**config.mk**
```make
export PLATFORM = sky130hd
export DESIGN_NAME = tomasulo_issue_scheduler
export DESIGN_NICKNAME = d
export VERILOG_FILES = /design/src/rtl/tis_pkg.sv /design/src/rtl/tomasulo_issue_scheduler.sv
export VERILOG_INCLUDE_DIRS = /design/src /design/src/rtl
export SDC_FILE = /design/constraint.sdc
export NUM_CORES = 2
export LEC_CHECK = 0
export BUFFER_PORTS_ARGS = -buffer_cell sky130_fd_sc_hd__buf_2
export CAP_MARGIN = 0
export CORE_UTILIZATION = 47
export DETAILED_ROUTE_END_ITERATION = 8
export PLACE_DENSITY = 0.67
export SLEW_MARGIN = 20
export SYNTH_ARGS = -nofsm -noshare
export SYNTH_HDL_FRONTEND = slang
export SYNTH_SLANG_ARGS = --single-unit
```
**constraint.sdc**
```tcl
create_clock -name clock -period 5.4 [get_ports clock]
set_input_delay 0.27 -clock clock [delete_from_list [all_inputs] [get_ports clock]]
set_output_delay 0.27 -clock clock [all_outputs]
set_load 0.005 [all_outputs]
```
**src/rtl/tomasulo_issue_scheduler_macros.svh**
```systemverilog
// ----------------------------------------------------------------------------
// Assertion macros for the Tomasulo issue scheduler
// Shorthand for clocked implication checks with a synchronous reset.
// ----------------------------------------------------------------------------
`ifndef TOMASULO_ISSUE_SCHEDULER_MACROS_SVH
`define TOMASULO_ISSUE_SCHEDULER_MACROS_SVH

// Consequent must hold in the same cycle as the antecedent
`define TIS_ASSERT_IMP(label, clk, rst, ante, cons) \
   label: assert property (@(posedge clk) disable iff (rst) (ante) |-> (cons)) \
      else $error("tomasulo_issue_scheduler: same-cycle check failed");

// Consequent must hold in the cycle after the antecedent
`define TIS_ASSERT_NXT(label, clk, rst, ante, cons) \
   label: assert property (@(posedge clk) disable iff (rst) (ante) |=> (cons)) \
      else $error("tomasulo_issue_scheduler: next-cycle check failed");

`endif

```
**src/rtl/tis_pkg.sv**
```systemverilog
// ----------------------------------------------------------------------------
// Tomasulo issue scheduler package
// Codes, record types and operation tables shared by the scheduler.
// ----------------------------------------------------------------------------
package tis_pkg;

   // instruction phases
   localparam logic [2:0] PH_NONE    = 3'd0;
   localparam logic [2:0] PH_ISSUED  = 3'd1;
   localparam logic [2:0] PH_EXEC    = 3'd2;
   localparam logic [2:0] PH_DONE    = 3'd3;
   localparam logic [2:0] PH_WRITTEN = 3'd4;

   // event kinds
   localparam logic [2:0] EV_ISSUED    = 3'd0;
   localparam logic [2:0] EV_COMPLETED = 3'd1;
   localparam logic [2:0] EV_WRITTEN   = 3'd2;
   localparam logic [2:0] EV_CYCLE_END = 3'd3;
   localparam logic [2:0] EV_LOADED    = 3'd4;
   localparam logic [2:0] EV_FULL      = 3'd5;

   // station classes
   localparam logic [1:0] CLS_LOAD  = 2'd0;
   localparam logic [1:0] CLS_STORE = 2'd1;
   localparam logic [1:0] CLS_ADD   = 2'd2;
   localparam logic [1:0] CLS_MULT  = 2'd3;

   // operation codes
   localparam logic [2:0] OP_ADD   = 3'd0;
   localparam logic [2:0] OP_SUB   = 3'd1;
   localparam logic [2:0] OP_MULT  = 3'd2;
   localparam logic [2:0] OP_DIV   = 3'd3;
   localparam logic [2:0] OP_LOAD  = 3'd4;
   localparam logic [2:0] OP_STR   = 3'd5;

   // configuration register indexes
   localparam logic [2:0] CSR_LOAD_STATIONS  = 3'd0;
   localparam logic [2:0] CSR_STORE_STATIONS = 3'd1;
   localparam logic [2:0] CSR_ADD_STATIONS   = 3'd2;
   localparam logic [2:0] CSR_MULT_STATIONS  = 3'd3;

   localparam logic [23:0] CYCLE_MAX = 24'hFFFFFF;

   typedef struct packed {
      logic [2:0] op;
      logic [4:0] dest;
      logic [4:0] src1;
      logic [4:0] src2;
   } trace_word_type;

   typedef struct packed {
      logic [2:0] phase;
      logic [5:0] remaining;
      logic [3:0] station;
   } inst_state_type;

   // tag bit 4 is the valid bit over a station id
   typedef struct packed {
      logic       ready;
      logic [4:0] tag;
   } reg_stat_type;

   function automatic logic [1:0] op_class(input logic [2:0] op);
      logic [1:0] c;
      case (op)
         OP_ADD, OP_SUB:   c = CLS_ADD;
         OP_LOAD:          c = CLS_LOAD;
         OP_STR:           c = CLS_STORE;
         default:          c = CLS_MULT;
      endcase
      return c;
   endfunction

   function automatic logic [5:0] op_latency(input logic [2:0] op);
      logic [5:0] l;
      case (op)
         OP_MULT:                              l = 6'd10;
         OP_ADD, OP_SUB, OP_LOAD, OP_STR:      l = 6'd2;
         default:                              l = 6'd40;
      endcase
      return l;
   endfunction

endpackage

```
**src/rtl/tomasulo_issue_scheduler.sv**
```systemverilog
// ----------------------------------------------------------------------------
// Tomasulo issue scheduler
// Cycle-level timing model of Tomasulo scheduling with a trace store.
// ----------------------------------------------------------------------------
// An append (mode 0) answers one loaded or trace-full event in the next
// clock. An advance (mode 1) walks the fetched trace in program order
// through one shared evaluation step: it fetches, then for each fetched
// instruction reads its trace word and state and, if it is not yet written,
// reads the register status memory three times (dest, src1, src2) and
// commits; the single-port memories set this order. Results come one per
// strobe and cannot be stalled; the cycle-end event closes every advance.
// busy is high for the whole walk.
module tomasulo_issue_scheduler #(
   parameter int TRACE_DEPTH       = 64,
   parameter int FP_REGS           = 32,
   parameter int STATIONS_PER_TYPE = 4
) (
   input  logic        clock,
   input  logic        reset,
   input  logic        start,
   output logic        busy,
   input  logic        req_mode,
   input  logic [2:0]  req_op_code,
   input  logic [4:0]  req_dest_reg,
   input  logic [4:0]  req_src1_reg,
   input  logic [4:0]  req_src2_reg,
   output logic        rsp_valid,
   output logic [2:0]  rsp_event_kind,
   output logic [5:0]  rsp_instr_index,
   output logic [3:0]  rsp_station_id,
   output logic [23:0] rsp_event_cycle,
   output logic        rsp_all_done,
   output logic        rsp_last_event,
   input  logic        csr_valid,
   output logic        csr_ready,
   input  logic [2:0]  csr_index,
   input  logic [2:0]  csr_data
);

`include "tomasulo_issue_scheduler_macros.svh"

   localparam int IW = $clog2(TRACE_DEPTH);
   localparam int CW = $clog2(TRACE_DEPTH + 1);
   localparam int AW = $clog2(FP_REGS);

   localparam logic [3:0] S_IDLE = 4'd0;
   localparam logic [3:0] S_FA   = 4'd1;
   localparam logic [3:0] S_FB   = 4'd2;
   localparam logic [3:0] S_RA   = 4'd3;
   localparam logic [3:0] S_RB   = 4'd4;
   localparam logic [3:0] S_RC   = 4'd5;
   localparam logic [3:0] S_RD   = 4'd6;
   localparam logic [3:0] S_RE   = 4'd7;
   localparam logic [3:0] S_END  = 4'd8;

   function automatic logic [AW-1:0] reg_sat(input logic [4:0] r);
      if (32'(r) >= FP_REGS) return AW'(FP_REGS - 1);
      return AW'(r);
   endfunction

   function automatic logic [2:0] cnt_sat(input logic [2:0] c);
      if (32'(c) > STATIONS_PER_TYPE) return 3'(STATIONS_PER_TYPE);
      return c;
   endfunction

   // control state
   logic [3:0]    state_ff, state_in;
   logic [CW-1:0] trace_count_ff, fetched_count_ff, walk_idx_ff;
   logic [23:0]   cycle_ff;
   logic          bus_free_ff, pending_ff, done_acc_ff;
   logic [2:0]    cfg_ff [4];
   logic [15:0]   busy_ff;
   logic [4:0]    src_tag_ff [8][2];
   logic [FP_REGS-1:0] rf_valid_ff;

   // memories and their read registers
   tis_pkg::trace_word_type trace_mem [TRACE_DEPTH];
   tis_pkg::inst_state_type ist_mem [TRACE_DEPTH];
   tis_pkg::reg_stat_type   rf_mem [FP_REGS];
   tis_pkg::trace_word_type trace_q_ff;
   tis_pkg::inst_state_type ist_q_ff;
   tis_pkg::reg_stat_type   rf_q_ff, rf_dest_ff, rf_s1_ff;
   logic                    rf_qv_ff;

   // result registers
   logic        rsp_valid_ff;
   logic [2:0]  rsp_kind_ff;
   logic [5:0]  rsp_index_ff;
   logic [3:0]  rsp_station_ff;
   logic [23:0] rsp_cycle_ff;
   logic        rsp_done_ff, rsp_last_ff;

   logic          accept, run_next, fetch_go;
   logic [CW-1:0] fetched_new;
   logic [IW-1:0] mem_rd_addr, walk_addr;
   logic          mem_rd_en;
   logic [AW-1:0] rf_rd_addr, dest_a;
   logic          rf_rd_en;

   // evaluation step signals
   logic [1:0]  cls;
   logic [2:0]  cnt;
   tis_pkg::reg_stat_type rf_s2;
   logic [2:0]  ph_n;
   logic [5:0]  rem_n;
   logic [3:0]  st_n;
   logic        ev_valid;
   logic [2:0]  ev_kind;
   logic        bcast, issue_ok, found, go;
   logic [1:0]  issue_k;
   logic [4:0]  btag, t1, t2, row1, row2;
   logic        rf_we;
   tis_pkg::reg_stat_type rf_wdata;

   assign accept    = start && !busy;
   assign busy      = (state_ff != S_IDLE);
   assign csr_ready = (state_ff == S_IDLE);
   assign walk_addr = walk_idx_ff[IW-1:0];
   assign run_next  = (walk_idx_ff + 1'b1) < fetched_count_ff;

   // fetch decision
   assign fetch_go = (fetched_count_ff < trace_count_ff) &&
                     ((fetched_count_ff == '0) || (ist_q_ff.phase != tis_pkg::PH_NONE));
   assign fetched_new = fetched_count_ff + CW'(fetch_go);

   // memory read ports
   always_comb begin
      mem_rd_en   = (state_ff == S_FA) || (state_ff == S_RA);
      mem_rd_addr = (state_ff == S_FA) ? IW'(fetched_count_ff - 1'b1) : walk_addr;
      rf_rd_en    = (state_ff == S_RB) || (state_ff == S_RC) || (state_ff == S_RD);
      case (state_ff)
         S_RC:    rf_rd_addr = reg_sat(trace_q_ff.src1);
         S_RD:    rf_rd_addr = reg_sat(trace_q_ff.src2);
         default: rf_rd_addr = reg_sat(trace_q_ff.dest);
      endcase
   end

   assign dest_a = reg_sat(trace_q_ff.dest);
   assign cls    = tis_pkg::op_class(trace_q_ff.op);
   assign cnt    = cnt_sat(cfg_ff[cls]);
   assign rf_s2  = rf_qv_ff ? rf_q_ff : '0;
   assign btag   = {1'b1, ist_q_ff.station};
   assign t1     = (rf_s1_ff.tag[4] && !rf_s1_ff.ready) ? rf_s1_ff.tag : '0;
   assign t2     = (rf_s2.tag[4] && !rf_s2.ready) ? rf_s2.tag : '0;

   // evaluate one instruction for this modeled cycle
   always_comb begin
      ph_n     = ist_q_ff.phase;
      rem_n    = ist_q_ff.remaining;
      st_n     = ist_q_ff.station;
      ev_valid = 1'b0;
      ev_kind  = tis_pkg::EV_ISSUED;
      bcast    = 1'b0;
      issue_ok = 1'b0;
      found    = 1'b0;
      issue_k  = '0;
      go       = 1'b0;
      row1     = '0;
      row2     = '0;
      // take the result bus
      if (ph_n == tis_pkg::PH_DONE && bus_free_ff) begin
         ph_n     = tis_pkg::PH_WRITTEN;
         bcast    = 1'b1;
         ev_valid = 1'b1;
         ev_kind  = tis_pkg::EV_WRITTEN;
      end
      // count down execution
      if (ph_n == tis_pkg::PH_EXEC) begin
         if (rem_n != '0) rem_n = rem_n - 1'b1;
         if (rem_n == '0) begin
            ph_n     = tis_pkg::PH_DONE;
            ev_valid = 1'b1;
            ev_kind  = tis_pkg::EV_COMPLETED;
         end
      end
      // issue into the lowest free station of the class
      if (ph_n == tis_pkg::PH_NONE) begin
         for (int k = 0; k < 4; k++) begin
            if (!found && (3'(k) < cnt) && !busy_ff[{cls, 2'(k)}]) begin
               found   = 1'b1;
               issue_k = 2'(k);
            end
         end
         if (found) begin
            issue_ok = 1'b1;
            ph_n     = tis_pkg::PH_ISSUED;
            st_n     = {cls, issue_k};
            ev_valid = 1'b1;
            ev_kind  = tis_pkg::EV_ISSUED;
         end
      end
      // start once operands are ready
      if (ph_n == tis_pkg::PH_ISSUED) begin
         if (cls[1]) begin
            row1 = issue_ok ? t1 : src_tag_ff[{cls[0], st_n[1:0]}][0];
            row2 = issue_ok ? t2 : src_tag_ff[{cls[0], st_n[1:0]}][1];
            go   = (row1 == '0) && (row2 == '0);
         end else if (cls == tis_pkg::CLS_STORE) begin
            go = !rf_dest_ff.tag[4] || rf_dest_ff.ready;
         end else begin
            go = 1'b1;
         end
         if (go) begin
            ph_n  = tis_pkg::PH_EXEC;
            rem_n = tis_pkg::op_latency(trace_q_ff.op);
         end
      end
      // register status write
      rf_we    = 1'b0;
      rf_wdata = rf_dest_ff;
      if (bcast && rf_dest_ff.tag == btag) begin
         rf_we    = 1'b1;
         rf_wdata = {1'b1, btag};
      end else if (issue_ok && cls != tis_pkg::CLS_STORE) begin
         rf_we    = 1'b1;
         rf_wdata = {1'b0, 1'b1, st_n};
      end
   end

   // sequencer
   always_comb begin
      state_in = state_ff;
      case (state_ff)
         S_IDLE:  if (accept && req_mode) state_in = S_FA;
         S_FA:    state_in = S_FB;
         S_FB:    state_in = (fetched_new != '0) ? S_RA : S_END;
         S_RA:    state_in = S_RB;
         S_RB: begin
            if (ist_q_ff.phase != tis_pkg::PH_WRITTEN) state_in = S_RC;
            else state_in = run_next ? S_RA : S_END;
         end
         S_RC:    state_in = S_RD;
         S_RD:    state_in = S_RE;
         S_RE:    state_in = run_next ? S_RA : S_END;
         S_END:   state_in = S_IDLE;
         default: state_in = S_IDLE;
      endcase
   end

   // memories: write and registered read
   always_ff @(posedge clock) begin
      if (mem_rd_en) begin
         trace_q_ff <= trace_mem[mem_rd_addr];
         ist_q_ff   <= ist_mem[mem_rd_addr];
      end
      if (rf_rd_en) begin
         rf_q_ff  <= rf_mem[rf_rd_addr];
         rf_qv_ff <= rf_valid_ff[rf_rd_addr];
      end
      if (state_ff == S_RC) rf_dest_ff <= rf_qv_ff ? rf_q_ff : '0;
      if (state_ff == S_RD) rf_s1_ff   <= rf_qv_ff ? rf_q_ff : '0;
      if (state_ff == S_IDLE && accept && !req_mode &&
          (32'(trace_count_ff) < TRACE_DEPTH)) begin
         trace_mem[IW'(trace_count_ff)] <= {req_op_code, req_dest_reg,
                                            req_src1_reg, req_src2_reg};
         ist_mem[IW'(trace_count_ff)]   <= {tis_pkg::PH_NONE, 6'd0, 4'd0};
      end
      if (state_ff == S_RE) begin
         ist_mem[walk_addr] <= {ph_n, rem_n, st_n};
         if (rf_we) rf_mem[dest_a] <= rf_wdata;
      end
   end

   // control registers
   always_ff @(posedge clock) begin
      if (reset) begin
         state_ff         <= S_IDLE;
         trace_count_ff   <= '0;
         fetched_count_ff <= '0;
         walk_idx_ff      <= '0;
         cycle_ff         <= 24'd1;
         bus_free_ff      <= 1'b1;
         pending_ff       <= 1'b0;
         done_acc_ff      <= 1'b0;
         cfg_ff[0]        <= 3'd3;
         cfg_ff[1]        <= 3'd3;
         cfg_ff[2]        <= 3'd3;
         cfg_ff[3]        <= 3'd2;
         busy_ff          <= '0;
         rf_valid_ff      <= '0;
         rsp_valid_ff     <= 1'b0;
         for (int r = 0; r < 8; r++) begin
            src_tag_ff[r][0] <= '0;
            src_tag_ff[r][1] <= '0;
         end
      end else begin
         state_ff     <= state_in;
         rsp_valid_ff <= 1'b0;
         // configuration writes
         if (csr_valid && csr_ready) begin
            case (csr_index)
               tis_pkg::CSR_LOAD_STATIONS:  cfg_ff[0] <= csr_data;
               tis_pkg::CSR_STORE_STATIONS: cfg_ff[1] <= csr_data;
               tis_pkg::CSR_ADD_STATIONS:   cfg_ff[2] <= csr_data;
               tis_pkg::CSR_MULT_STATIONS:  cfg_ff[3] <= csr_data;
               default: ;
            endcase
         end
         // append transaction
         if (state_ff == S_IDLE && accept && !req_mode) begin
            rsp_valid_ff   <= 1'b1;
            rsp_station_ff <= '0;
            rsp_cycle_ff   <= cycle_ff;
            rsp_done_ff    <= 1'b0;
            rsp_last_ff    <= 1'b1;
            if (32'(trace_count_ff) < TRACE_DEPTH) begin
               rsp_kind_ff    <= tis_pkg::EV_LOADED;
               rsp_index_ff   <= 6'(trace_count_ff[IW-1:0]);
               trace_count_ff <= trace_count_ff + 1'b1;
            end else begin
               rsp_kind_ff  <= tis_pkg::EV_FULL;
               rsp_index_ff <= '0;
            end
         end
         // fetch and open the walk
         if (state_ff == S_FB) begin
            fetched_count_ff <= fetched_new;
            walk_idx_ff      <= '0;
            bus_free_ff      <= 1'b1;
            pending_ff       <= 1'b0;
            done_acc_ff      <= (fetched_new == trace_count_ff);
         end
         // skip written instructions
         if (state_ff == S_RB && ist_q_ff.phase == tis_pkg::PH_WRITTEN)
            walk_idx_ff <= walk_idx_ff + 1'b1;
         // commit one instruction
         if (state_ff == S_RE) begin
            walk_idx_ff <= walk_idx_ff + 1'b1;
            pending_ff  <= 1'b1;
            if (bcast) begin
               bus_free_ff                <= 1'b0;
               busy_ff[ist_q_ff.station]  <= 1'b0;
               for (int r = 0; r < 8; r++) begin
                  if (src_tag_ff[r][0] == btag) src_tag_ff[r][0] <= '0;
                  if (src_tag_ff[r][1] == btag) src_tag_ff[r][1] <= '0;
               end
            end
            if (issue_ok) begin
               busy_ff[st_n] <= 1'b1;
               if (cls[1]) begin
                  src_tag_ff[{cls[0], issue_k}][0] <= t1;
                  src_tag_ff[{cls[0], issue_k}][1] <= t2;
               end
            end
            if (rf_we) rf_valid_ff[dest_a] <= 1'b1;
            if (ph_n != tis_pkg::PH_WRITTEN) done_acc_ff <= 1'b0;
            if (ev_valid) begin
               rsp_valid_ff   <= 1'b1;
               rsp_kind_ff    <= ev_kind;
               rsp_index_ff   <= 6'(walk_addr);
               rsp_station_ff <= issue_ok ? st_n : ist_q_ff.station;
               rsp_cycle_ff   <= cycle_ff;
               rsp_done_ff    <= 1'b0;
               rsp_last_ff    <= 1'b0;
            end
         end
         // close the modeled cycle
         if (state_ff == S_END) begin
            rsp_valid_ff   <= 1'b1;
            rsp_kind_ff    <= tis_pkg::EV_CYCLE_END;
            rsp_index_ff   <= '0;
            rsp_station_ff <= '0;
            rsp_cycle_ff   <= cycle_ff;
            rsp_done_ff    <= done_acc_ff;
            rsp_last_ff    <= 1'b1;
            if (pending_ff && cycle_ff != tis_pkg::CYCLE_MAX)
               cycle_ff <= cycle_ff + 1'b1;
         end
      end
   end

   assign rsp_valid       = rsp_valid_ff;
   assign rsp_event_kind  = rsp_kind_ff;
   assign rsp_instr_index = rsp_index_ff;
   assign rsp_station_id  = rsp_station_ff;
   assign rsp_event_cycle = rsp_cycle_ff;
   assign rsp_all_done    = rsp_done_ff;
   assign rsp_last_event  = rsp_last_ff;

   // checks
   `TIS_ASSERT_NXT(a_run_leaves_idle, clock, reset, start && !busy && req_mode, busy)
   `TIS_ASSERT_IMP(a_cycle_end_last, clock, reset, rsp_valid && rsp_event_kind == tis_pkg::EV_CYCLE_END, rsp_last_event)
   `TIS_ASSERT_IMP(a_walk_in_range, clock, reset, state_ff == S_RE, walk_idx_ff < fetched_count_ff)

endmodule

```
==> impl_metrics.yaml <==
drt:
  wl_per_cell_um: 27.4
  remaining_drc_errors: 0
  drt-pass1-iter-count: 5
  vias_per_cell: 5.96
  vias: 51000
  drt-initial-drc-count: 5155
  antenna_left: 0
  totalWireLength_mm: 235
synthesis:
  syn_area_per_cell_sq_um: 18.8
  yosysWarnings: 0
  yosys_register_bits: 2458
  ys_types: 74
  synth_nets: 5307
  syn-cell-area_sq_mm: 0.0987
  async_flop_share_pct: 0
  seq_area_frac_synth_pct: 73.7
  synth_edf_count: 2357
  yosys.area.top_type: "edfxtp_1"
  yosys-top-cells-area: "edfxtp_1 (72%), mux4_2 (11%), mux2i_1 (3.5%)"
  synth.top_cell.area_share_pct: 71.7
  synth_ff_type: "edfxtp_1"
  syn_inst: 5257
cells_and_area:
  fin_util_pct: 54.0
  nets: 5598
  final_cell_mix: "edfxtp_1 (2357), mux4_2 (496), mux2i_1 (340)"
  areaGrowthSynthToFinish_pct: 13.6
  final_common_cell: "edfxtp_1"
  drive_above_1_share_pct: 23.3
pwr:
  irDropWorstVdd_v: 0.000408
  total_power_mw: 40.8
  powerDensity_mw_per_mm2: 364
  p_leak_nw: 38.7
timing:
  fin_crit_ns: 4.76
  hold_viol_final: 0
  max_freq_ghz: 0.210
  clock_skew_ns: 0.0740
  slew_headroom_pct: 21.4
  worst_pin_slew_ns: 1.18
  tns_ns: 0
  rsz0062_at_grt: "no"
  drv_slew: 0
  setup_violations: 0
  finalCritPeriodShare_pct: 88.2
  setup_slack_ns: 0.639
setup_path:
  path_cells: "nor2b_2, a221o_1, o21ai_1, a41oi_2, mux2i_1, a211oi_1, o21ai_2, a21o_1, mux2i_4, buf_4"
  end_kind: "flip-flop"
  crit_arrival_ns: 5.34
  crit_buf_inv: 1
  critPathKind: "reg2reg"
  path_max_fanout: 64
  crit_required_ns: 5.97
  start_kind: "flip-flop"
  max_stage_delay_ns: 0.63
  critPathTopFamily: "compound AO/OA/AOI/OAI gates"
  cp_slowest_cell: "nor2b_2"
outcome:
  status: "complete, no violations"
clocking:
  ctsResizeCount: 0
  cts_buffers: 240
  path_clk_slew_ns: 0.06
  cts_setup_buffers: 0
  clock_latency_ns: 0.90
  cts.sinks: 2458
  cts_root_buf: "clkbuf_16"
  cts_tree: "yes"
  cts_buffer_depth: 3
  h-tree-depth: 4
floorplanning:
  io_pins: 71
  fp.dieH_um: 460
  die-area_sq_mm: 0.212
  rows: 167
  core_area_sq_mm: 0.208
  initial_core_util_pct: 47.5
  fp.dieW_um: 460
global_routing:
  grt_max_degree: 108
  track_usage_pct: 22.3
  antenna_found_initial: 5
  grt_pass1_vias: 51400
  grt_pass1_wl_mm: 347
  grt.overflow.total: 0
placement:
  gp_congestion: 0.887
  dp_hpwl_mm: 140
  place_ws_ns: 0.293
  io_buffers: 70
worst_hold_path:
  hp-class: "in2reg"
job:
  max-cap-violations: 0
## cells in the mapped netlist (4+ instances only)
cell and n:
xor2_1 28, nand2b_1 23, nand3_1 70, and3_1 5, o21a_1 39, nand3b_1 9
or2_2 6, mux2i_1 341, o21ai_0 65, ha_1 21, nor3b_1 7, nand4_1 10
nor2_1 289, edfxtp_1 2357, and4_1 6, and2_1 79, o221ai_1 5, clkbuf_1 147
nor4_1 20, inv_1 30, mux4_2 496, nor3_1 44, a221oi_1 5, nor2b_1 141
or3_1 19, mux2_2 38, a31oi_1 8, dfxtp_1 101, a21oi_1 197, nand2_1 118
buf_1 33, buf_2 113, a21boi_1 6, a211oi_1 227, or4_1 4, buf_6 4
o31ai_1 5, xnor2_1 88
## cell type report
cell class	instances	area, sq um
Clock buffer	287	6190
Multi-Input combinational cell	2468	25000
Fill cell	15900	95700
Sequential cell	2458	72800
Inverter	31	116
Clock inverter	167	1700
Timing Repair Buffer	349	2920
Antenna cell	2	5.00
Tap cell	2788	3490
## logic make-up (layout without fill, tap and decap cells)
family | count (synthesis) | in the layout | share of synthesized area, %
buf+inv | 331 | 834 | 1.44
simple gates | 858 | 858 | 4.33
compound gates | 595 | 595 | 3.94
flops | 2458 | 2458 | 73.7
mux | 878 | 878 | 15.2
xor+xnor | 116 | 116 | 1.03
fa+ha+maj | 21 | 21 | 0.266
other cells | 0 | 2 | 0
## metrics by stage
stage                     instance area (sq um)  instances  hold WS, ns
final                                    112000       8550       0.0716
after CTS                                112000       8547       0.0330
after floorplan                           98700       5257        0.369
after global placement                   104000       8077        0.445
after detailed placement                 104000       8079        0.453
after global routing                     112000       8548       0.0719
## per-layer routing
metal / share of wire, % / wire length (um) / track usage, % / up-vias
met5: 0.022 / 52 / 0 / -
met3: 7.5 / 17500 / 3.76 / 326
met2: 48 / 113000 / 35.6 / 2010
met1: 42 / 99300 / 31.9 / 26800
met4: 2.0 / 4790 / 5.57 / 8
li1: - / - / - / 21800
## report_power, final
part | internal [mW] | switching, mW | total, mW
clock | 9.33 | 7.33 | 16.7
combinational | 1.26 | 1.90 | 3.16
sequential | 20.9 | 0.122 | 21.0
total | 31.5 | 9.35 | 40.8
## what timing repair did
item                                   4_1_cts  5_1_grt
hold buffers                                14        0
endpoints found under the hold margin      147        0
setup endpoints to repair                    0        0
## final timing paths
check | from | cells after the start | slack, ns | to
setup / recovery | trace_q_ff[16] | 10 | 0.64 | ist_mem[22][7]
hold / removal | req_src2_reg[2] | 2 | 0.07 | trace_mem[16][2]
setup reg to reg | trace_q_ff[16] | 10 | 0.64 | ist_mem[22][7]
hold reg to reg | rf_valid_ff[2] | 1 | 0.46 | rf_valid_ff[2]
## flip-flops by register name, summed over array words and instances, names as in the netlist, 7 cells and up
register / cells
trace_count_ff: 7
fetched_count_ff: 7
busy_ff: 16
trace_mem: 1152
cycle_ff: 24
rf_mem: 192
cfg_ff: 12
ist_mem: 832
rf_valid_ff: 32
rsp_event_cycle: 24
src_tag_ff: 80
ist_q_ff: 9
trace_q_ff: 13
walk_idx_ff: 7
Note: power is estimated with default switching activity, not from simulation.
